### config.mk
export PLATFORM = sky130hd
export DESIGN_NAME = ps2_device_byte_transmitter
export DESIGN_NICKNAME = d
export VERILOG_FILES = /design/src/rtl/core/pdbt_pkg.sv /design/src/rtl/core/pdbt_fifo.sv /design/src/rtl/core/pdbt_engine.sv /design/src/rtl/core/ps2_device_byte_transmitter.sv
export SDC_FILE = /design/constraint.sdc
export NUM_CORES = 2
export LEC_CHECK = 0
export ABC_AREA = 1
export ABC_CLOCK_PERIOD_IN_PS = 5800
export BUFFER_PORTS_ARGS = -buffer_cell sky130_fd_sc_hd__buf_4
export CORE_MARGIN = 8
export CORE_UTILIZATION = 50
export CTS_BUF_LIST = sky130_fd_sc_hd__clkbuf_8 sky130_fd_sc_hd__clkbuf_16
export DETAILED_ROUTE_END_ITERATION = 10
export PLACE_DENSITY = 0.65
export SYNTH_ARGS = -nofsm -noshare
export SYNTH_HDL_FRONTEND = slang
export SYNTH_SLANG_ARGS = --single-unit
### constraint.sdc
create_clock -name clock -period 5.8 [get_ports clock]
set_input_delay 1.16 -clock clock [delete_from_list [all_inputs] [get_ports clock]]
set_output_delay 1.16 -clock clock [all_outputs]
set_load 0.05 [all_outputs]
### src/rtl/core/pdbt_pkg.sv
// Shared types and constants for the PS/2 device byte transmitter.
package pdbt_pkg;

   localparam logic CMD_PUSH = 1'b0;
   localparam logic CMD_TICK = 1'b1;

   localparam logic [15:0] DIVIDER_RESET = 16'd2000;

   // Frame phase boundaries: each bit of the frame spans two phases.
   localparam logic [4:0] PHASE_START_END  = 5'd1;
   localparam logic [4:0] PHASE_DATA_END   = 5'd17;
   localparam logic [4:0] PHASE_PARITY_END = 5'd19;
   localparam logic [4:0] PHASE_STOP_END   = 5'd21;
   localparam logic [4:0] PHASE_IDLE_END   = 5'd25;
   localparam logic [4:0] LAST_PHASE       = 5'd26;

   // Depth of the queues between the front, the engine and the result port.
   localparam int OP_QUEUE_DEPTH  = 2;
   localparam int RSP_QUEUE_DEPTH = 2;

   typedef struct packed {
      logic       command;
      logic [7:0] data_byte;
   } req_type;

   typedef struct packed {
      logic       ps2_clock;
      logic       ps2_data;
      logic       push_dropped;
      logic [7:0] queue_count;
   } rsp_type;

   // Classified request as handed from the front to the engine.
   typedef struct packed {
      logic       is_tick;
      logic [7:0] data_byte;
   } op_type;

endpackage

### src/rtl/core/pdbt_fifo.sv
// Small register-based first-in first-out queue.
module pdbt_fifo #(
   parameter int WIDTH = 8,
   parameter int DEPTH = 2
) (
   input  logic             clock,
   input  logic             reset,
   input  logic             push,
   input  logic [WIDTH-1:0] push_data,
   output logic             full,
   input  logic             pop,
   output logic [WIDTH-1:0] pop_data,
   output logic             empty
);

   localparam int AW = (DEPTH > 1) ? $clog2(DEPTH) : 1;
   localparam logic [AW-1:0] LAST_SLOT = AW'(DEPTH - 1);
   localparam logic [AW:0]   DEPTH_CNT = (AW + 1)'(DEPTH);

   logic [WIDTH-1:0] slot_ff [DEPTH];
   logic [AW-1:0]    wr_ptr_ff, wr_ptr_in;
   logic [AW-1:0]    rd_ptr_ff, rd_ptr_in;
   logic [AW:0]      count_ff, count_in;
   logic             do_push, do_pop;

   assign full     = (count_ff == DEPTH_CNT);
   assign empty    = (count_ff == '0);
   assign do_push  = push && !full;
   assign do_pop   = pop && !empty;
   assign pop_data = slot_ff[rd_ptr_ff];

   always_comb begin
      wr_ptr_in = wr_ptr_ff;
      rd_ptr_in = rd_ptr_ff;
      count_in  = count_ff;
      if (do_push) begin
         wr_ptr_in = (wr_ptr_ff == LAST_SLOT) ? '0 : wr_ptr_ff + 1'b1;
      end
      if (do_pop) begin
         rd_ptr_in = (rd_ptr_ff == LAST_SLOT) ? '0 : rd_ptr_ff + 1'b1;
      end
      if (do_push && !do_pop) begin
         count_in = count_ff + 1'b1;
      end else if (do_pop && !do_push) begin
         count_in = count_ff - 1'b1;
      end
   end

   always_ff @(posedge clock) begin
      if (reset) begin
         wr_ptr_ff <= '0;
         rd_ptr_ff <= '0;
         count_ff  <= '0;
      end else begin
         wr_ptr_ff <= wr_ptr_in;
         rd_ptr_ff <= rd_ptr_in;
         count_ff  <= count_in;
      end
   end

   always_ff @(posedge clock) begin
      if (do_push) begin
         slot_ff[wr_ptr_ff] <= push_data;
      end
   end

   // The fill count never goes past the number of slots.
   assert property (@(posedge clock) disable iff (reset) count_ff <= DEPTH_CNT)
      else $error("fifo count exceeds depth");

endmodule

### src/rtl/core/pdbt_engine.sv
// Transmit engine: byte ring, half-bit timer, frame phase sequencer and line levels.
module pdbt_engine #(
   parameter int QUEUE_SLOTS = 256
) (
   input  logic             clock,
   input  logic             reset,
   input  logic             op_avail,
   input  pdbt_pkg::op_type op,
   output logic             op_take,
   input  logic             rsp_room,
   output pdbt_pkg::rsp_type rsp,
   input  logic             csr_valid,
   input  logic [15:0]      csr_data
);

   localparam int PTR_W = $clog2(QUEUE_SLOTS);
   localparam logic [PTR_W-1:0] LAST_SLOT = PTR_W'(QUEUE_SLOTS - 1);
   localparam logic [PTR_W:0]   SLOT_CNT  = (PTR_W + 1)'(QUEUE_SLOTS);

   logic [7:0]       ring_mem [QUEUE_SLOTS];
   logic [7:0]       cur_byte_ff;
   logic [PTR_W-1:0] head_ff, head_in;
   logic [PTR_W-1:0] fill_ff, fill_in;
   logic [15:0]      count_ff, count_in;
   logic [4:0]       phase_ff, phase_in;
   logic             clock_line_ff, clock_line_in;
   logic             data_line_ff, data_line_in;
   logic [15:0]      divider_ff;

   logic             is_push, is_tick, ring_full, wr_en, dropped, step;
   logic [PTR_W:0]   tail_sum, tail_wide;
   logic [PTR_W-1:0] wr_addr, head_next;
   logic [15:0]      count_inc;
   logic [3:0]       half_idx;
   logic [PTR_W+7:0] fill_wide;

   assign op_take   = op_avail && rsp_room;
   assign is_push   = op_take && !op.is_tick;
   assign is_tick   = op_take && op.is_tick;
   assign ring_full = (fill_ff == LAST_SLOT);
   assign wr_en     = is_push && !ring_full;
   assign dropped   = is_push && ring_full;

   assign tail_sum  = {1'b0, head_ff} + {1'b0, fill_ff};
   assign tail_wide = (tail_sum >= SLOT_CNT) ? tail_sum - SLOT_CNT : tail_sum;
   assign wr_addr   = tail_wide[PTR_W-1:0];
   assign head_next = (head_ff == LAST_SLOT) ? '0 : head_ff + 1'b1;

   assign count_inc = count_ff + 16'd1;
   assign step      = is_tick && (fill_ff != '0) && (count_inc >= divider_ff);
   assign half_idx  = phase_ff[4:1] - 4'd1;

   always_comb begin
      head_in       = head_ff;
      fill_in       = fill_ff;
      count_in      = count_ff;
      phase_in      = phase_ff;
      clock_line_in = clock_line_ff;
      data_line_in  = data_line_ff;
      if (wr_en) begin
         fill_in = fill_ff + 1'b1;
      end
      if (is_tick && fill_ff != '0) begin
         count_in = count_inc;
      end
      if (step) begin
         count_in      = '0;
         phase_in      = phase_ff + 5'd1;
         clock_line_in = phase_ff[0];
         if (phase_ff <= pdbt_pkg::PHASE_START_END) begin
            data_line_in = 1'b0;
         end else if (phase_ff <= pdbt_pkg::PHASE_DATA_END) begin
            data_line_in = cur_byte_ff[half_idx[2:0]];
         end else if (phase_ff <= pdbt_pkg::PHASE_PARITY_END) begin
            data_line_in = ~^cur_byte_ff;
         end else if (phase_ff <= pdbt_pkg::PHASE_STOP_END) begin
            data_line_in = 1'b1;
         end else if (phase_ff <= pdbt_pkg::PHASE_IDLE_END) begin
            clock_line_in = 1'b1;
            data_line_in  = 1'b1;
         end else begin
            // End of frame: retire the byte and start over.
            head_in       = head_next;
            fill_in       = fill_ff - 1'b1;
            clock_line_in = 1'b1;
            phase_in      = '0;
         end
      end
   end

   assign fill_wide = {8'd0, fill_in};

   always_comb begin
      rsp.ps2_clock    = clock_line_in;
      rsp.ps2_data     = data_line_in;
      rsp.push_dropped = dropped;
      rsp.queue_count  = fill_wide[7:0];
   end

   always_ff @(posedge clock) begin
      if (reset) begin
         head_ff       <= '0;
         fill_ff       <= '0;
         count_ff      <= '0;
         phase_ff      <= '0;
         clock_line_ff <= 1'b1;
         data_line_ff  <= 1'b1;
         divider_ff    <= pdbt_pkg::DIVIDER_RESET;
      end else begin
         head_ff       <= head_in;
         fill_ff       <= fill_in;
         count_ff      <= count_in;
         phase_ff      <= phase_in;
         clock_line_ff <= clock_line_in;
         data_line_ff  <= data_line_in;
         if (csr_valid) begin
            divider_ff <= csr_data;
         end
      end
   end

   // The head byte is registered from the next head pointer; a write to the new head slot is forwarded.
   always_ff @(posedge clock) begin
      if (wr_en) begin
         ring_mem[wr_addr] <= op.data_byte;
      end
      if (wr_en && wr_addr == head_in) begin
         cur_byte_ff <= op.data_byte;
      end else begin
         cur_byte_ff <= ring_mem[head_in];
      end
   end

   assert property (@(posedge clock) disable iff (reset) phase_ff <= pdbt_pkg::LAST_PHASE)
      else $error("frame phase out of range");

   // The ring only drains at end of frame, so an empty ring always sits at phase zero.
   assert property (@(posedge clock) disable iff (reset)
      fill_ff == '0 |-> phase_ff == '0 && count_ff == '0)
      else $error("timer or phase running with empty ring");

   assert property (@(posedge clock) disable iff (reset)
      (phase_ff >= 5'd1 && phase_ff <= pdbt_pkg::PHASE_STOP_END)
         |-> clock_line_ff == ~phase_ff[0])
      else $error("clock line out of step with frame phase");

   assert property (@(posedge clock) disable iff (reset)
      phase_ff == '0 |-> clock_line_ff == 1'b1)
      else $error("clock line low between frames");

endmodule

### src/rtl/core/ps2_device_byte_transmitter.sv
// Top level of the PS/2 device byte transmitter.
// Requests enter on a queue-style port: req_item is taken at a rising edge
// with push high and full low. A request either queues one byte (command
// push) or advances time by one tick. Every request yields exactly one
// response with the clock and data line levels after it, a dropped flag for
// a push refused by a full byte ring, and the number of bytes waiting.
// Responses leave in order on rsp_item while empty is low; pop takes one.
// The half-bit divider is written through csr_valid/csr_data, which is
// always ready; write it only while no request is in flight.
// Throughput is one request per clock while responses are popped. The engine
// retires one request a cycle from the front queue into the response queue,
// from which its response leaves on rsp_item. When the response side is
// not popped, the engine stops and the front queue then raises full.
// Reset leaves the ring empty, both lines high, the divider at 2000 and
// both internal queues empty; the byte ring itself is not cleared.
module ps2_device_byte_transmitter #(
   parameter int QUEUE_SLOTS = 256
) (
   input  logic               clock,
   input  logic               reset,
   input  logic               push,
   input  pdbt_pkg::req_type  req_item,
   output logic               full,
   input  logic               pop,
   output pdbt_pkg::rsp_type  rsp_item,
   output logic               empty,
   input  logic               csr_valid,
   output logic               csr_ready,
   input  logic [15:0]        csr_data
);

   localparam int OP_W  = $bits(pdbt_pkg::op_type);
   localparam int RSP_W = $bits(pdbt_pkg::rsp_type);

   pdbt_pkg::op_type  front_op, queued_op;
   pdbt_pkg::rsp_type engine_rsp;
   logic [OP_W-1:0]   queued_bits;
   logic [RSP_W-1:0]  rsp_bits;
   logic              op_empty, op_take, rsp_full;

   assign csr_ready = 1'b1;

   // Classify the request before it is queued for the engine.
   always_comb begin
      front_op.is_tick   = (req_item.command == pdbt_pkg::CMD_TICK);
      front_op.data_byte = req_item.data_byte;
   end

   pdbt_fifo #(
      .WIDTH (OP_W),
      .DEPTH (pdbt_pkg::OP_QUEUE_DEPTH)
   ) u_op_queue (
      .clock     (clock),
      .reset     (reset),
      .push      (push),
      .push_data (front_op),
      .full      (full),
      .pop       (op_take),
      .pop_data  (queued_bits),
      .empty     (op_empty)
   );

   assign queued_op = pdbt_pkg::op_type'(queued_bits);

   pdbt_engine #(
      .QUEUE_SLOTS (QUEUE_SLOTS)
   ) u_engine (
      .clock     (clock),
      .reset     (reset),
      .op_avail  (!op_empty),
      .op        (queued_op),
      .op_take   (op_take),
      .rsp_room  (!rsp_full),
      .rsp       (engine_rsp),
      .csr_valid (csr_valid && csr_ready),
      .csr_data  (csr_data)
   );

   pdbt_fifo #(
      .WIDTH (RSP_W),
      .DEPTH (pdbt_pkg::RSP_QUEUE_DEPTH)
   ) u_rsp_queue (
      .clock     (clock),
      .reset     (reset),
      .push      (op_take),
      .push_data (engine_rsp),
      .full      (rsp_full),
      .pop       (pop),
      .pop_data  (rsp_bits),
      .empty     (empty)
   );

   assign rsp_item = pdbt_pkg::rsp_type'(rsp_bits);

endmodule

======== Yosys cells after proc, flatten, opt, wreduce, memory -nomap -nowiden ========
Memories as Yosys holds them, arrays and structs flattened. A register that Yosys moved wholly into a read port is not among the register bits.
Index checks and enable logic that the tools add are counted.
cells by class
  $add $sub $neg .......................... 16
  equality and inequality tests ........... 4
  reduce and logical (&&, ||, !) cells .... 32
  muxes and demuxes ....................... 51
  $lt $le $gt $ge ......................... 8
operator list
  cell                   number
  $mux 8                 15
  $mux 1                 26
  $mux 5                 5
  $le 5x5->1 const B     4
  $add 16x1->16 const B  1
  $add 8x1->8 const B    2
  $eq 8x8->1 const B     2
  $ge 16x16->1           1
  $sub 8x1->8 const B    2
  $logic_and 1x1->1      15
  $logic_not 1->1        10
  $add 8x8->9            1
  $ge 9x9->1 const B     1
  $mux 2                 4
  $reduce_bool 8->1      1
  $reduce_xnor 8->1      1
  $add 5x1->5 const B    1
  $le 5x1->1 const B     1
  $add 1x1->1 const B    4
  $add 2x1->2 const B    2
  $eq 2x2->1 const B     2
  $logic_not 2->1        2
  $lt 3x4->1 const B     1
  $reduce_bool 2->1      2
  4 further kinds        5
storage, ports and cells
  register bits after elaboration ......... 63
  bits of input ports ..................... 30
  bits in writable memories ............... 2,088
  memories ................................ 3
  word-level logic and storage cells ...... 127
  output and inout bits ................... 14
memory list
  memory               depth  bits a word  read ports  clocked after Yosys merged registers in  write ports  RTL line           text
  u_engine.ring_mem    256    8            1           1                                        1            pdbt_engine.sv:20  logic [7:0] ring_mem [QUEUE_SLOTS];
  u_rsp_queue.slot_ff  2      11           1           1                                        1            pdbt_fifo.sv:20    logic [WIDTH-1:0] slot_ff [DEPTH];
  u_op_queue.slot_ff   2      9            1           1                                        1            pdbt_fifo.sv:20

======== Depth between registers and ports, before layout ========
  word-level depth ........................ 12
  gate-level depth with buffers ........... 26
  depth with buffers taken out ............ 25

======== By module ========
From an unflattened synthesis, not the netlist that was laid out.
unflattened totals
  cell total of the unflattened synthesis .. 7,667
  area, all modules ....................... 88,986.6 µm²
by module, submodules not included
  module                       sequential area each (µm²)  cells an instance  instances  area an instance (µm²)
  pdbt_engine                  62,760.2                    7,527              1          87,023.5
  pdbt_fifo at u_rsp_queue     760.7                       71                 1          1,044.8
  pdbt_fifo at u_op_queue      640.6                       65                 1          899.6
  ps2_device_byte_transmitter  0.0                         4                  1          18.8

======== Worst setup path after synthesis ========
Ideal clock, no wire load.
  kind .................................... register -> register
  from .................................... register u_engine.count_ff[0]
  to ...................................... memory u_rsp_queue.slot_ff[0][1] (netlist name) (data pin)
  period minus slack after synthesis ...... 3.210 ns
  path slack .............................. 2.590 ns
  cell stages (with the launch flop) ...... 26
  arrival time ............................ 2.943 ns
  cells stage by stage .................... dfxtp_1 > ha_1 > nand2_1 > nor2_1 > inv_1 > nor2_1 > inv_1 > nor2_1 > inv_1 > nor2_1 > inv_1 > nor3_1 > nand3_1 > nor2_1 > xor2_1 > ha_1 > nand2_1 > nor2_1 > nand2_1 > o211ai_1 > nand2_1 > clkbuf_1 > nor2_1 > inv_1 > o21ai_0 > nand2_1
RTL lines
  element                   RTL line            text
  start: declaration        pdbt_engine.sv:24   logic [15:0] count_ff, count_in;
  start signal: assignment  pdbt_engine.sv:112  count_ff <= count_in;
  end: declaration          pdbt_fifo.sv:20

======== Final worst setup path ========
  from .................................... register u_engine.fill_ff[2]
  to ...................................... memory u_engine.ring_mem[197][1] (enable)
between the ends
  word-level cells in the longest chain between the ends .. 5
  elaborated cells on any way between the ends .. 9
ends and longest elaborated chain
  element                                                              RTL line            text
  start: declaration                                                   pdbt_engine.sv:23   logic [PTR_W-1:0] fill_ff, fill_in;
  start signal: assignment                                             pdbt_engine.sv:111  fill_ff <= fill_in;
  parallel branches: the longest is 5 deep, another holds $add 8x8->9  --
  end: declaration                                                     pdbt_engine.sv:20
Several ways; the timed one is not identified.

==> impl_summary.log <==
[metrics] max-cap check violation count: 0
[metrics] Post-Syn Area per Cell: around 12 sq um
[metrics] worst path required time: approximately 6.3 ns
[metrics] RSZ-0062 raised after global routing: false
[metrics] cts repair resizes: 0
[metrics] yosys warns: 0
[metrics] number of nets with antenna violations after routing: 0
[metrics] area added between synthesis and finish: 9.700%
[metrics] Total Die Area: ~190000 sq um
[metrics] residual DRC count: 0
[metrics] setup fix buffers added after clock tree synthesis: 0
[metrics] post-layout power: ~35 mW
[metrics] pin count of the biggest net entering global routing: roughly 240
[metrics] status: finished, final reports clean
[metrics] Worst Path Class, Setup: flop to flop
[metrics] combined global-route utilization of all metal layers: 0.2375
[metrics] maximum clock path buffer count: 3
[metrics] area leader, netlist: edfxtp_1
[metrics] final-report max-slew violation count: 0
[metrics] nets@finish: 7603
[metrics] leading cell type in the layout, fill and taps excluded: nand2_1
[metrics] Synth Net Count: just under 8000
[metrics] post-synthesis instance area: 89010 sq um
[metrics] Routed Wire Length: around 230000 microns
[metrics] worst slew slack as a fraction of its limit: 0.2457
[metrics] final critical-path share of the clock period: 0.7558
[metrics] upper clock frequency limit: roughly 230 MHz
[metrics] Power Dens Cells: ~360 nW/um^2
[metrics] clock latency at the later pin of the worst-skew pair: roughly 0.86 ns
[metrics] share of layout cells above drive strength 1: 0.06033
[metrics] post-route setup TNS: 0 ns
[metrics] Crit. End Element: flop
[metrics] number of buffers inserted by hold repair at cts: 0
[metrics] post-layout minimum cycle time: approximately 4.4 ns
[metrics] count of clock tree sinks: around 2200
[metrics] number of antenna violations at the first check in global routing: 2
[metrics] number of H-tree levels: 4
[metrics] routed wirelength normalized by instance count: roughly 23 microns
[metrics] post-synthesis cell type count: 39
[metrics] Worst EP arrival: between 4 and 5 ns
[metrics] path category of the worst min-delay check: flop to flop
[metrics] standard-cell rows: 155
[metrics] number of global-route vias before repair: approximately 55000
[metrics] type of origin of the critical path: flop
[metrics] count of boundary I/O pins: 44
[metrics] I/O Buffers: 42
[metrics] die boundary width: about 440 microns
[metrics] Layout Skew: around 0.034 ns
[metrics] TritonCTS clock tree: yes
[metrics] Pre-antenna DRT Iters: 6
[metrics] detailed router's first-iteration violation count: 7671
[metrics] number of buffers added by the clock tree synthesis step: between 200 and 250
[metrics] share of the yosys chip area belonging to registers: 0.7209
[metrics] top cell type's share of synthesized area: 0.7044
[metrics] number of register bits inferred by synthesis: about 2200
[metrics] highest-count cells in the layout ignoring fill and taps: 2260 x nand2_1, 2088 x edfxtp_1, 2060 x nand3_1, 318 x nor2_1, 213 x clkbuf_16
[metrics] largest fanout on the critical path: 16
[metrics] instance count of the mapped netlist: between 7000 and 8000
[metrics] gr ovfl total: 0
[metrics] height of the chip: 437.9 microns
[metrics] clock edge transition at the registers on the reported setup and hold paths: 0.06 ns
[metrics] starting utilization of the core area: 0.5010
[metrics] pin slew with the least headroom to its limit: between 1 and 1.5 ns
[metrics] cell leakage power: ~34 nW
[metrics] Final HPWL DP: 131700 microns
[metrics] cells taking the most area after synthesis: edfxtp_1 70%, nand3_1 12%, nand2_1 9.6%, dfxtp_1 1.6%, nor2_1 1.3%
[metrics] Vias: ~59000
[metrics] Worst IR Drop VDD: 0.0003525 V
[metrics] # setup viols final: 0
[metrics] number of hold-slack violations in the final timing report: 0
[metrics] core box area: 177600 sq um
[metrics] detailed-route vias per instance: between 5 and 6
[metrics] buffer type at the clock tree root: clkbuf_16
[metrics] wire length of the first global-routing pass: 349300 microns
[metrics] routability-driven placement congestion ratio: slightly below 0.9
## power breakdown
group	switching (mW)	internal, mW
clock	5.81	7.18
combinational	2.76	0.468
sequential	0.0651	18.8
total	8.64	26.5
## area by class of cell
| type | count | area [sq um] |
|---|---|---|
| flip-flops and latches | 2161 | 64180 |
| repair buffers | 139 | 1419 |
| multi-input cells | 4910 | 22100 |
| inverters | 112 | 454.2 |
| clock inverters | 173 | 1209 |
| well taps | 2355 | 2947 |
| diodes | 1 | 2.502 |
| fillers | 14770 | 80010 |
| clock buffers | 213 | 5330 |
## worst max-delay path, cell delays in order (launching register included)
cell     delay (ns)
dfxtp_1        0.46
ha_1           0.32
a21oi_1        0.14
nand2_1        0.10
a21oi_1        0.15
nor2_1         0.08
o21ai_0        0.20
nand2_1        0.09
a21oi_1        0.16
xor2_1         0.14
nor2_1         0.56
nand2_1        0.73
nor2_1         0.88
## metrics by stage
step                worst slack [ns]  instance area, sq um    util  hold slack [ns]  instances
finish                         1.416                 97640  0.5496           0.4600      10060
global route                   1.090                 97640  0.5496           0.4729      10060
CTS                            1.482                 97640  0.5496           0.4436      10060
detailed placement             1.473                 91100  0.5128           0.4448       9677
global placement               1.362                 91100  0.5128           0.4364       9677
floorplan                      2.590                 89010       -           0.4256       7686
## metal layers
metal,up-vias,GRT usage,share of wire
met5,-,0,0
met4,0,0.09130,0.040
met3,452,0.03833,0.086
met2,2724,0.3719,0.46
met1,28510,0.3364,0.41
li1,26880,-,-
## sequential cells by signal (all words and copies together), names as in the netlist, named ones only
| register | flops |
|---|---|
| u_engine.fill_ff | 8 |
| u_op_queue.slot_ff | 18 |
| u_engine.count_ff | 16 |
| u_rsp_queue.wr_ptr_ff | 1 |
| u_rsp_queue.count_ff | 2 |
| u_rsp_queue.rd_ptr_ff | 1 |
| u_op_queue.rd_ptr_ff | 1 |
| u_engine.ring_mem | 2048 |
| u_rsp_queue.slot_ff | 22 |
| u_engine.data_line_ff | 1 |
| u_engine.divider_ff | 16 |
| u_engine.head_ff | 8 |
| u_op_queue.count_ff | 2 |
| u_engine.phase_ff | 5 |
| u_engine.clock_line_ff | 1 |
| u_op_queue.wr_ptr_ff | 1 |
## cell usage after synthesis (all sizes together)
master  count
ha         37
edfxtp   2088
conb        1
o21a        1
a22o        1
fa          1
nand2    2276
mux2       19
a21boi      1
a21o        1
mux2i       1
o211ai      2
nor4        1
xor2       28
xnor2       5
or2         2
or3         1
a31oi       1
clkinv      2
nor3       13
dfxtp      73
clkbuf    143
inv       110
o22ai       1
buf       360
o21ai      56
nand3    2060
a21oi      58
o31ai       2
nor2      318
nand3b      1
and2        1
a211oi     11
nand4      10
## logic make-up (layout without fill, tap and decap cells)
family,count (synthesis),count (layout),synth area share
buffers and inverters,615,637,0.03264
and+or+nand+nor,4683,4683,0.2271
other,1,2,0.00004213
DFF,2161,2161,0.7209
AOI/OAI and AO/OA,135,135,0.008167
muxes,20,20,0.002516
adders and majority gates,38,38,0.005426
xor gates and xnor gates,33,33,0.003247
## worst paths after layout
| kind | endpoint | cells after the start | slack, ns | start |
|---|---|---|---|---|
| worst min-delay path | u_op_queue.rd_ptr_ff$_SDFFE_PP0P_ | 1 | 0.46 | u_op_queue.rd_ptr_ff$_SDFFE_PP0P_ |
| worst max-delay path | u_engine.ring_mem[197][1]$_DFFE_PP_ | 12 | 1.42 | u_engine.fill_ff[2]$_SDFF_PP0_ |
| worst max register to register | u_engine.ring_mem[197][1]$_DFFE_PP_ | 12 | 1.42 | u_engine.fill_ff[2]$_SDFF_PP0_ |
| worst min register to register | u_op_queue.rd_ptr_ff$_SDFFE_PP0P_ | 1 | 0.46 | u_op_queue.rd_ptr_ff$_SDFFE_PP0P_ |
Power figures use the tool's default switching activity.
